**config.mk**
```make
export PLATFORM = sky130hd
export DESIGN_NAME = ascii_to_baudot_shift_encoder
export DESIGN_NICKNAME = d
export VERILOG_FILES = /design/src/hdl/a2b_pkg.sv /design/src/hdl/ascii_to_baudot_shift_encoder.sv
export SDC_FILE = /design/constraint.sdc
export NUM_CORES = 1
export LEC_CHECK = 0
export ABC_AREA = 1
export ABC_CLOCK_PERIOD_IN_PS = 4100
export BUFFER_PORTS_ARGS = -buffer_cell sky130_fd_sc_hd__buf_2
export CAP_MARGIN = 20
export CORE_ASPECT_RATIO = 0.9
export CORE_MARGIN = 5
export CORE_UTILIZATION = 60
export DETAILED_ROUTE_END_ITERATION = 12
export PLACE_DENSITY = 0.8
export SYNTH_ARGS = -nofsm -noshare
export SYNTH_HDL_FRONTEND = slang
export SYNTH_SLANG_ARGS = --single-unit
```
**constraint.sdc**
```tcl
create_clock -name clock -period 4.1 [get_ports clock]
set_input_delay 0.41 -clock clock [delete_from_list [all_inputs] [get_ports clock]]
set_output_delay 0.41 -clock clock [all_outputs]
set_load 0.02 [all_outputs]
```
**src/hdl/a2b_pkg.sv**
```systemverilog
// ---------------------------------------------------------------------------
// a2b_pkg: ASCII to Baudot shift encoder package
// Word types, teleprinter codes, register indexes and the character table.
// ---------------------------------------------------------------------------
package a2b_pkg;

   localparam int unsigned CODE_WIDTH      = 5;
   localparam int unsigned COUNT_WIDTH     = 7;
   localparam int unsigned CSR_INDEX_WIDTH = 1;
   localparam int unsigned CSR_DATA_WIDTH  = 7;
   localparam int unsigned LIST_DEPTH      = 4;

   localparam logic [1:0] KIND_CHAR  = 2'd0;
   localparam logic [1:0] KIND_START = 2'd1;
   localparam logic [1:0] KIND_END   = 2'd2;

   localparam logic [CSR_INDEX_WIDTH-1:0] CSR_FRAME_ENABLE = 1'b0;
   localparam logic [CSR_INDEX_WIDTH-1:0] CSR_LINE_LIMIT   = 1'b1;

   localparam logic [CODE_WIDTH-1:0] CODE_LTRS  = 5'd0;
   localparam logic [CODE_WIDTH-1:0] CODE_FIGS  = 5'd4;
   localparam logic [CODE_WIDTH-1:0] CODE_LF    = 5'd23;
   localparam logic [CODE_WIDTH-1:0] CODE_CR    = 5'd29;
   localparam logic [CODE_WIDTH-1:0] CODE_SPACE = 5'd27;

   localparam logic [7:0] BYTE_LF      = 8'd10;
   localparam logic [7:0] BYTE_CR      = 8'd13;
   localparam logic [7:0] BYTE_SPACE   = 8'd32;
   localparam logic [7:0] BYTE_UPPER_A = 8'd65;
   localparam logic [7:0] BYTE_UPPER_Z = 8'd90;
   localparam logic [7:0] BYTE_LOWER_A = 8'd97;
   localparam logic [7:0] BYTE_LOWER_Z = 8'd122;
   localparam logic [7:0] CASE_OFFSET  = 8'd32;

   localparam logic [COUNT_WIDTH-1:0] COUNT_MAX        = 7'd127;
   localparam logic [COUNT_WIDTH-1:0] LINE_LIMIT_RESET = 7'd69;

   typedef struct packed {
      logic [1:0] kind;
      logic [7:0] ascii_char;
   } req_type;

   typedef struct packed {
      logic [CODE_WIDTH-1:0] baudot_code;
      logic                  last;
   } rsp_type;

   function automatic logic [CODE_WIDTH-1:0] lookup_code(input logic [7:0] c);
      logic [CODE_WIDTH-1:0] code;
      case (c)
         8'd65, 8'd45:  code = 5'd7;
         8'd66, 8'd63:  code = 5'd12;
         8'd67, 8'd58:  code = 5'd17;
         8'd68, 8'd5:   code = 5'd13;
         8'd69, 8'd51:  code = 5'd15;
         8'd70:         code = 5'd9;
         8'd71:         code = 5'd20;
         8'd72:         code = 5'd26;
         8'd73, 8'd56:  code = 5'd19;
         8'd74, 8'd7:   code = 5'd5;
         8'd75, 8'd40:  code = 5'd1;
         8'd76, 8'd41:  code = 5'd22;
         8'd77, 8'd46:  code = 5'd24;
         8'd78, 8'd44:  code = 5'd25;
         8'd79, 8'd57:  code = 5'd28;
         8'd80, 8'd48:  code = 5'd18;
         8'd81, 8'd49:  code = 5'd2;
         8'd82, 8'd52:  code = 5'd21;
         8'd83, 8'd39:  code = 5'd11;
         8'd84, 8'd53:  code = 5'd30;
         8'd85, 8'd55:  code = 5'd3;
         8'd86, 8'd61:  code = 5'd16;
         8'd87, 8'd50:  code = 5'd6;
         8'd88, 8'd47:  code = 5'd8;
         8'd89, 8'd54:  code = 5'd10;
         8'd90, 8'd43:  code = 5'd14;
         BYTE_CR:       code = CODE_CR;
         BYTE_LF:       code = CODE_LF;
         8'd19:         code = CODE_FIGS;
         BYTE_SPACE:    code = CODE_SPACE;
         default:       code = CODE_LTRS;
      endcase
      return code;
   endfunction

endpackage

```
**src/hdl/ascii_to_baudot_shift_encoder.sv**
```systemverilog
// ---------------------------------------------------------------------------
// ascii_to_baudot_shift_encoder: ASCII to Baudot shift encoder
// Encodes ASCII bytes into 5-bit teleprinter codes with shift insertion,
// message framing and an automatic line break after a set line length.
// ---------------------------------------------------------------------------
//  channel  | ports                      | direction | payload
//  request  | req_valid req_stall req_data | in      | kind, ascii_char
//  response | rsp_valid rsp_stall rsp_data | out     | baudot_code, last
//  csr      | csr_we csr_index csr_wdata   | in      | frame_enable, line_limit
//
//  An item is encoded in the cycle it is taken into a 4-entry code list.
//  The list drains one code per cycle into the response register while the
//  response is not stalled; an item that causes no code leaves it empty.
//  A new item is taken in the cycle the last code of the list moves out.
//  Reset clears shift to letters, the column count and the list, and loads
//  frame_enable 1 and line_limit 69. Response stall holds the response word.
// ---------------------------------------------------------------------------
module ascii_to_baudot_shift_encoder (
   input  logic                                   clock,
   input  logic                                   reset,
   input  logic                                   req_valid,
   output logic                                   req_stall,
   input  a2b_pkg::req_type                       req_data,
   output logic                                   rsp_valid,
   input  logic                                   rsp_stall,
   output a2b_pkg::rsp_type                       rsp_data,
   input  logic                                   csr_we,
   input  logic [a2b_pkg::CSR_INDEX_WIDTH-1:0]    csr_index,
   input  logic [a2b_pkg::CSR_DATA_WIDTH-1:0]     csr_wdata
);

   import a2b_pkg::*;

   logic                   frame_enable_ff, frame_enable_in;
   logic [COUNT_WIDTH-1:0] line_limit_ff, line_limit_in;
   logic                   letters_ff, letters_in;
   logic [COUNT_WIDTH-1:0] count_ff, count_in;
   logic [2:0]             rem_ff, rem_in;
   logic [CODE_WIDTH-1:0]  list_ff [LIST_DEPTH];
   logic [CODE_WIDTH-1:0]  list_in [LIST_DEPTH];
   logic                   rsp_valid_ff, rsp_valid_in;
   rsp_type                rsp_ff, rsp_in;

   logic                   out_free;
   logic                   pop;
   logic                   req_accept;

   logic [CODE_WIDTH-1:0]  enc_list [LIST_DEPTH];
   logic [2:0]             enc_n;
   logic                   enc_letters;
   logic [COUNT_WIDTH-1:0] enc_count;

   assign out_free   = !rsp_valid_ff || !rsp_stall;
   assign pop        = out_free && (rem_ff != 3'd0);
   assign req_stall  = (rem_ff > 3'd1) || ((rem_ff == 3'd1) && !out_free);
   assign req_accept = req_valid && !req_stall;
   assign rsp_valid  = rsp_valid_ff;
   assign rsp_data   = rsp_ff;

   always_comb begin
      logic [7:0]             c_up;
      logic [CODE_WIDTH-1:0]  code;
      logic                   is_letter;
      logic                   mapped;
      logic [COUNT_WIDTH-1:0] count_mid;
      logic                   fire;
      logic [CODE_WIDTH-1:0]  pre0, pre1;
      logic [1:0]             pre_n;

      c_up      = req_data.ascii_char;
      code      = CODE_LTRS;
      is_letter = 1'b0;
      mapped    = 1'b0;
      count_mid = count_ff;
      fire      = 1'b0;
      pre0      = CODE_LTRS;
      pre1      = CODE_LTRS;
      pre_n     = 2'd0;

      enc_letters = letters_ff;
      enc_count   = count_ff;
      enc_n       = 3'd0;
      for (int i = 0; i < LIST_DEPTH; i++) begin
         enc_list[i] = CODE_LTRS;
      end

      case (req_data.kind)
         KIND_START, KIND_END: begin
            enc_letters = 1'b1;
            enc_count   = '0;
            enc_list[0] = CODE_LTRS;
            enc_list[1] = CODE_LF;
            enc_list[2] = CODE_CR;
            enc_n       = frame_enable_ff ? 3'd3 : 3'd0;
         end
         KIND_CHAR: begin
            if (req_data.ascii_char >= BYTE_LOWER_A && req_data.ascii_char <= BYTE_LOWER_Z) begin
               c_up = req_data.ascii_char - CASE_OFFSET;
            end
            code      = lookup_code(c_up);
            mapped    = (code != CODE_LTRS);
            is_letter = (c_up >= BYTE_UPPER_A) && (c_up <= BYTE_UPPER_Z);
            if (mapped) begin
               if (count_ff != COUNT_MAX) begin
                  count_mid = count_ff + 7'd1;
               end
               if (is_letter) begin
                  enc_letters = 1'b1;
                  if (!letters_ff) begin
                     pre0  = CODE_LTRS;
                     pre1  = code;
                     pre_n = 2'd2;
                  end else begin
                     pre0  = code;
                     pre_n = 2'd1;
                  end
               end else if (!letters_ff || c_up == BYTE_CR || c_up == BYTE_LF ||
                            c_up == BYTE_SPACE) begin
                  pre0  = code;
                  pre_n = 2'd1;
               end else begin
                  enc_letters = 1'b0;
                  pre0  = CODE_FIGS;
                  pre1  = code;
                  pre_n = 2'd2;
               end
            end
            if (c_up == BYTE_LF) begin
               count_mid = '0;
            end
            fire      = (line_limit_ff != '0) && (count_mid >= line_limit_ff);
            enc_count = fire ? '0 : count_mid;
            case (pre_n)
               2'd1: begin
                  enc_list[0] = pre0;
                  enc_list[1] = CODE_LF;
                  enc_list[2] = CODE_CR;
               end
               2'd2: begin
                  enc_list[0] = pre0;
                  enc_list[1] = pre1;
                  enc_list[2] = CODE_LF;
                  enc_list[3] = CODE_CR;
               end
               default: begin
                  enc_list[0] = CODE_LF;
                  enc_list[1] = CODE_CR;
               end
            endcase
            enc_n = {1'b0, pre_n} + (fire ? 3'd2 : 3'd0);
         end
         default: begin
            enc_n = 3'd0;
         end
      endcase
   end

   always_comb begin
      frame_enable_in = frame_enable_ff;
      line_limit_in   = line_limit_ff;
      if (csr_we) begin
         case (csr_index)
            CSR_FRAME_ENABLE: frame_enable_in = csr_wdata[0];
            CSR_LINE_LIMIT:   line_limit_in   = csr_wdata[COUNT_WIDTH-1:0];
            default: begin
               frame_enable_in = frame_enable_ff;
            end
         endcase
      end

      letters_in = req_accept ? enc_letters : letters_ff;
      count_in   = req_accept ? enc_count : count_ff;

      rem_in = rem_ff;
      for (int i = 0; i < LIST_DEPTH; i++) begin
         list_in[i] = list_ff[i];
      end
      if (req_accept) begin
         rem_in = enc_n;
         for (int i = 0; i < LIST_DEPTH; i++) begin
            list_in[i] = enc_list[i];
         end
      end else if (pop) begin
         rem_in = rem_ff - 3'd1;
         for (int i = 0; i < LIST_DEPTH - 1; i++) begin
            list_in[i] = list_ff[i+1];
         end
      end

      rsp_valid_in = rsp_valid_ff;
      rsp_in       = rsp_ff;
      if (out_free) begin
         rsp_valid_in       = pop;
         rsp_in.baudot_code = list_ff[0];
         rsp_in.last        = (rem_ff == 3'd1);
      end
   end

   always_ff @(posedge clock) begin
      if (reset) begin
         frame_enable_ff <= 1'b1;
         line_limit_ff   <= LINE_LIMIT_RESET;
         letters_ff      <= 1'b1;
         count_ff        <= '0;
         rem_ff          <= '0;
         rsp_valid_ff    <= 1'b0;
      end else begin
         frame_enable_ff <= frame_enable_in;
         line_limit_ff   <= line_limit_in;
         letters_ff      <= letters_in;
         count_ff        <= count_in;
         rem_ff          <= rem_in;
         rsp_valid_ff    <= rsp_valid_in;
      end
   end

   always_ff @(posedge clock) begin
      for (int i = 0; i < LIST_DEPTH; i++) begin
         list_ff[i] <= list_in[i];
      end
      rsp_ff <= rsp_in;
   end

   a_rem_bound : assert property (@(posedge clock) disable iff (reset)
      rem_ff <= 3'd4)
      else $error("code list count out of range");

   a_accept_empty : assert property (@(posedge clock) disable iff (reset)
      req_accept |-> (rem_ff == 3'd0) || ((rem_ff == 3'd1) && out_free))
      else $error("word taken while code list still busy");

   a_last_pop : assert property (@(posedge clock) disable iff (reset)
      (out_free && rem_ff == 3'd1) |=> rsp_valid_ff && rsp_ff.last)
      else $error("final code not marked last");

   a_frame_letters : assert property (@(posedge clock) disable iff (reset)
      (req_accept && (req_data.kind == KIND_START || req_data.kind == KIND_END))
      |=> letters_ff && (count_ff == '0))
      else $error("framing word did not restore letters shift");

endmodule

```
==> impl_results.md <==
- Input/output buffers: 30
- Highest-count cells in the layout ignoring fill and taps: 152 x nand2_1, 62 x inv_1, 40 x nor2_1, 40 x nand3_1, 33 x a21oi_1
- Final setup fails: 0
- Drt wl/cell: 13.3 um
- DP HPWL: 6.52 mm
- Post-CTS setup buffers: 0
- Initial antenna violation count: 0
- CP max-delay cell: ha_1
- Compound-Gate Fraction of Synth Area: 12.9%
- FP Rows: 26
- RSZ-0062 raised after global routing: false
- F_max: 268 MHz
- Horiz. Die Dim: 90.6 um
- Relative slew slack: 54.8%
- CP Class: in2reg
- Layout Utilization: 67.6%
- Xor/xnor share of the synthesized area: 0.250%
- Post-synthesis mux area share: 0%
- Slowest Stage Delay on Critical Path: 290 ps
- I/O pins: 31
- Die area: 7480 um^2
- Final slew viol count: 0
- Outcome: completed
- Drt via density: 5.59
- Mapped Cells: 514
- Final worst path period share: 91.1%
- Worst EP required: 4260 ps
- Post-Syn Area: 3510 um^2
- P_leak: 1.90 nW
- Initial cell density of the core: 61.6%
- Avg Cell Area, Syn: 6.83 um^2
- DR vias: 3442
- Clock root cell: clkbuf_8
- Share of post-route cells with drive strength above 1: 16.7%
- Congestion Overflow GR: 0
- Antenna cells: 0
- Adder-cell share of the synthesized area: 9.27%
- Synth Area in Simple Gates: 38.8%
- Worst skew pair latency: 300 ps
- Slew @ Worst Pin: 676 ps
- Clock sinks: 40
- Pwr dens: 449 nW/um^2
- Nets: 594
- DRC viols: 0
- Skew final: 14.6 ps
- Vias in the first global route: 3080
- Die height: 82.5 um
- IR drop worst, VDD: 403 uV
- HP Class: in2reg
- FILL cells: 493
- Seq/Total Area, Yosys: 28.5%
- CTS Hold Buffers Added: 0
- Final Hold Viols: 0
- Post-cts resize count: 0
- Global Route Usage Sum: 22.6%
- Gpl congestion: 0.978
- Synth cell types: 34
- Commonest non-fill, non-tap cell in the layout: nand2_1
- First-pass GRT wire length: 13.9 mm
- Yosys synthesis warning count: 0
- Post-Syn Nets: 563
- Largest net degree at the start of global routing: 20
- WP buf/inv: 5
- Clock buffer depth: 2
- Post-route ant nets: 0
- Yosys reg bits: 40
- Worst EP arrival: 3900 ps
- # H-tree levels: 2
- CP top delay family: simple AND/OR/NAND/NOR gates
- Largest family of logic cells by synthesized area: simple AND/OR/NAND/NOR gates
- Reg2Reg Setup Slack: 950 ps
- First drt pass iteration count: 5
- Post-Route Setup TNS: 0 ps
- Clock slew at reported path FFs: 90 ps
- Crit path time final: 3730 ps
- Worst Path Max Fanout: 14
- WL final: 8.22 mm
- Critical path startpoint category: input pin
- Worst setup EP type: flop
- DR iter-0 viols: 255
- Syn-to-layout area delta: 9.77%
- Num CTS Buffers: 5
- Max cap viols: 0
- Core footprint: 5690 um^2
- Most used cell, CP: nand2_1
- CTS tree: built
logic make-up (layout without fill, tap and decap cells):
family          Yosys count  after routing
compound gates           80             80
xor+xnor                  1              1
fa+ha+maj                26             26
buf+inv                  84            116
flops                    40             40
simple gates            283            283
per-stage QoR:
| step | cells | cell area (um^2) | power [mW] | hold WS (ps) | worst slack (ps) |
|---|---|---|---|---|---|
| 6_report | 616 | 3850 | 1.73 | 321 | 367 |
| 5_1_grt | 616 | 3850 | 1.86 | 322 | 4.09 |
| 4_1_cts | 616 | 3830 | 1.73 | 317 | 295 |
| 3_5_place_dp | 608 | 3710 | 1.39 | 405 | 1.26 |
| 3_3_place_gp | 608 | 3710 | 1.37 | 401 | 227 |
| 2_1_floorplan | 514 | 3510 | 1.20 | 400 | 616 |
power breakdown:
group	internal, mW	switching [mW]
clock network	0.183	0.151
registers	0.605	0.0432
logic	0.238	0.509
total	1.03	0.703
flip-flops by register name, indices dropped and copies added (netlist names):
signal           cells
rem_ff               3
rsp_valid            1
rsp_data             6
frame_enable_ff      1
list_ff             14
line_limit_ff        7
letters_ff           1
count_ff             7
Yosys cell counts:
cell         n  area (um^2)
buf_6        4         45.0
inv_6        1         8.76
o21ai_2      4         35.0
inv_2        7         26.3
ha_1        26          325
edfxtp_1    20          601
nand4_1     19          119
a21oi_4      1         16.3
nand2_1    152          571
a21oi_2      1         8.76
nor2_4       8         90.1
nand3_4      5         87.6
nand2_2      4         25.0
a21oi_1     33          165
or2_2        2         12.5
nor2_8       1         20.0
o22ai_1      1         6.26
o41ai_1      1         8.76
nor2_1      41          154
o211ai_1     5         37.5
buf_2        7         35.0
o21ai_1      2         10.0
a31oi_1      2         12.5
clkbuf_1     2         7.51
nand2_4      2         22.5
nand3_2      2         20.0
o2111ai_1    1         8.76
nand3_1     40          200
inv_1       63          236
o21ai_0     29          145
nor2_2       3         18.8
nor3_1       4         20.0
xor2_1       1         8.76
dfxtp_1     20          400
worst paths after layout:
| check | start | to | cells past startpoint |
|---|---|---|---|
| hold / removal | csr_wdata[2] | line_limit_ff[2]$_SDFFE_PP1P_ | 3 |
| hold reg to reg | list_ff[0][0]$_DFFE_PP_ | rsp_data[1]$_DFFE_PN_ | 0 |
| setup reg to reg | count_ff[0]$_SDFFE_PP0P_ | rem_ff[1]$_SDFFE_PP0P_ | 20 |
| setup / recovery | req_data[1] | rem_ff[1]$_SDFFE_PP0P_ | 27 |
worst min-delay path: cells and delay by family:
family	cells	cell delay [ps]
AOI/OAI and AO/OA	1	60
and+or+nand+nor	1	40
buffers and inverters	1	70
routing by layer:
layer | up-vias | routed length (um) | global-route usage, %
met5 | - | 0 | 0
met4 | 0 | 82 | 5.36
met3 | 12 | 654 | 4.53
met2 | 152 | 3640 | 35.9
met1 | 1522 | 3840 | 31.8
li1 | 1756 | - | -
layout make-up:
type / instances / area [um^2] / share of cell area, %
inverters: 71 / 272 / 7.05
repair buffers: 37 / 203 / 5.26
well taps: 70 / 87.6 / 2.27
clock buffers: 5 / 68.8 / 1.79
flip-flops and latches: 40 / 1000 / 26.0
multi-input cells: 390 / 2170 / 56.4
clock inverters: 3 / 46.3 / 1.20
Power figures use the tool's default switching activity.
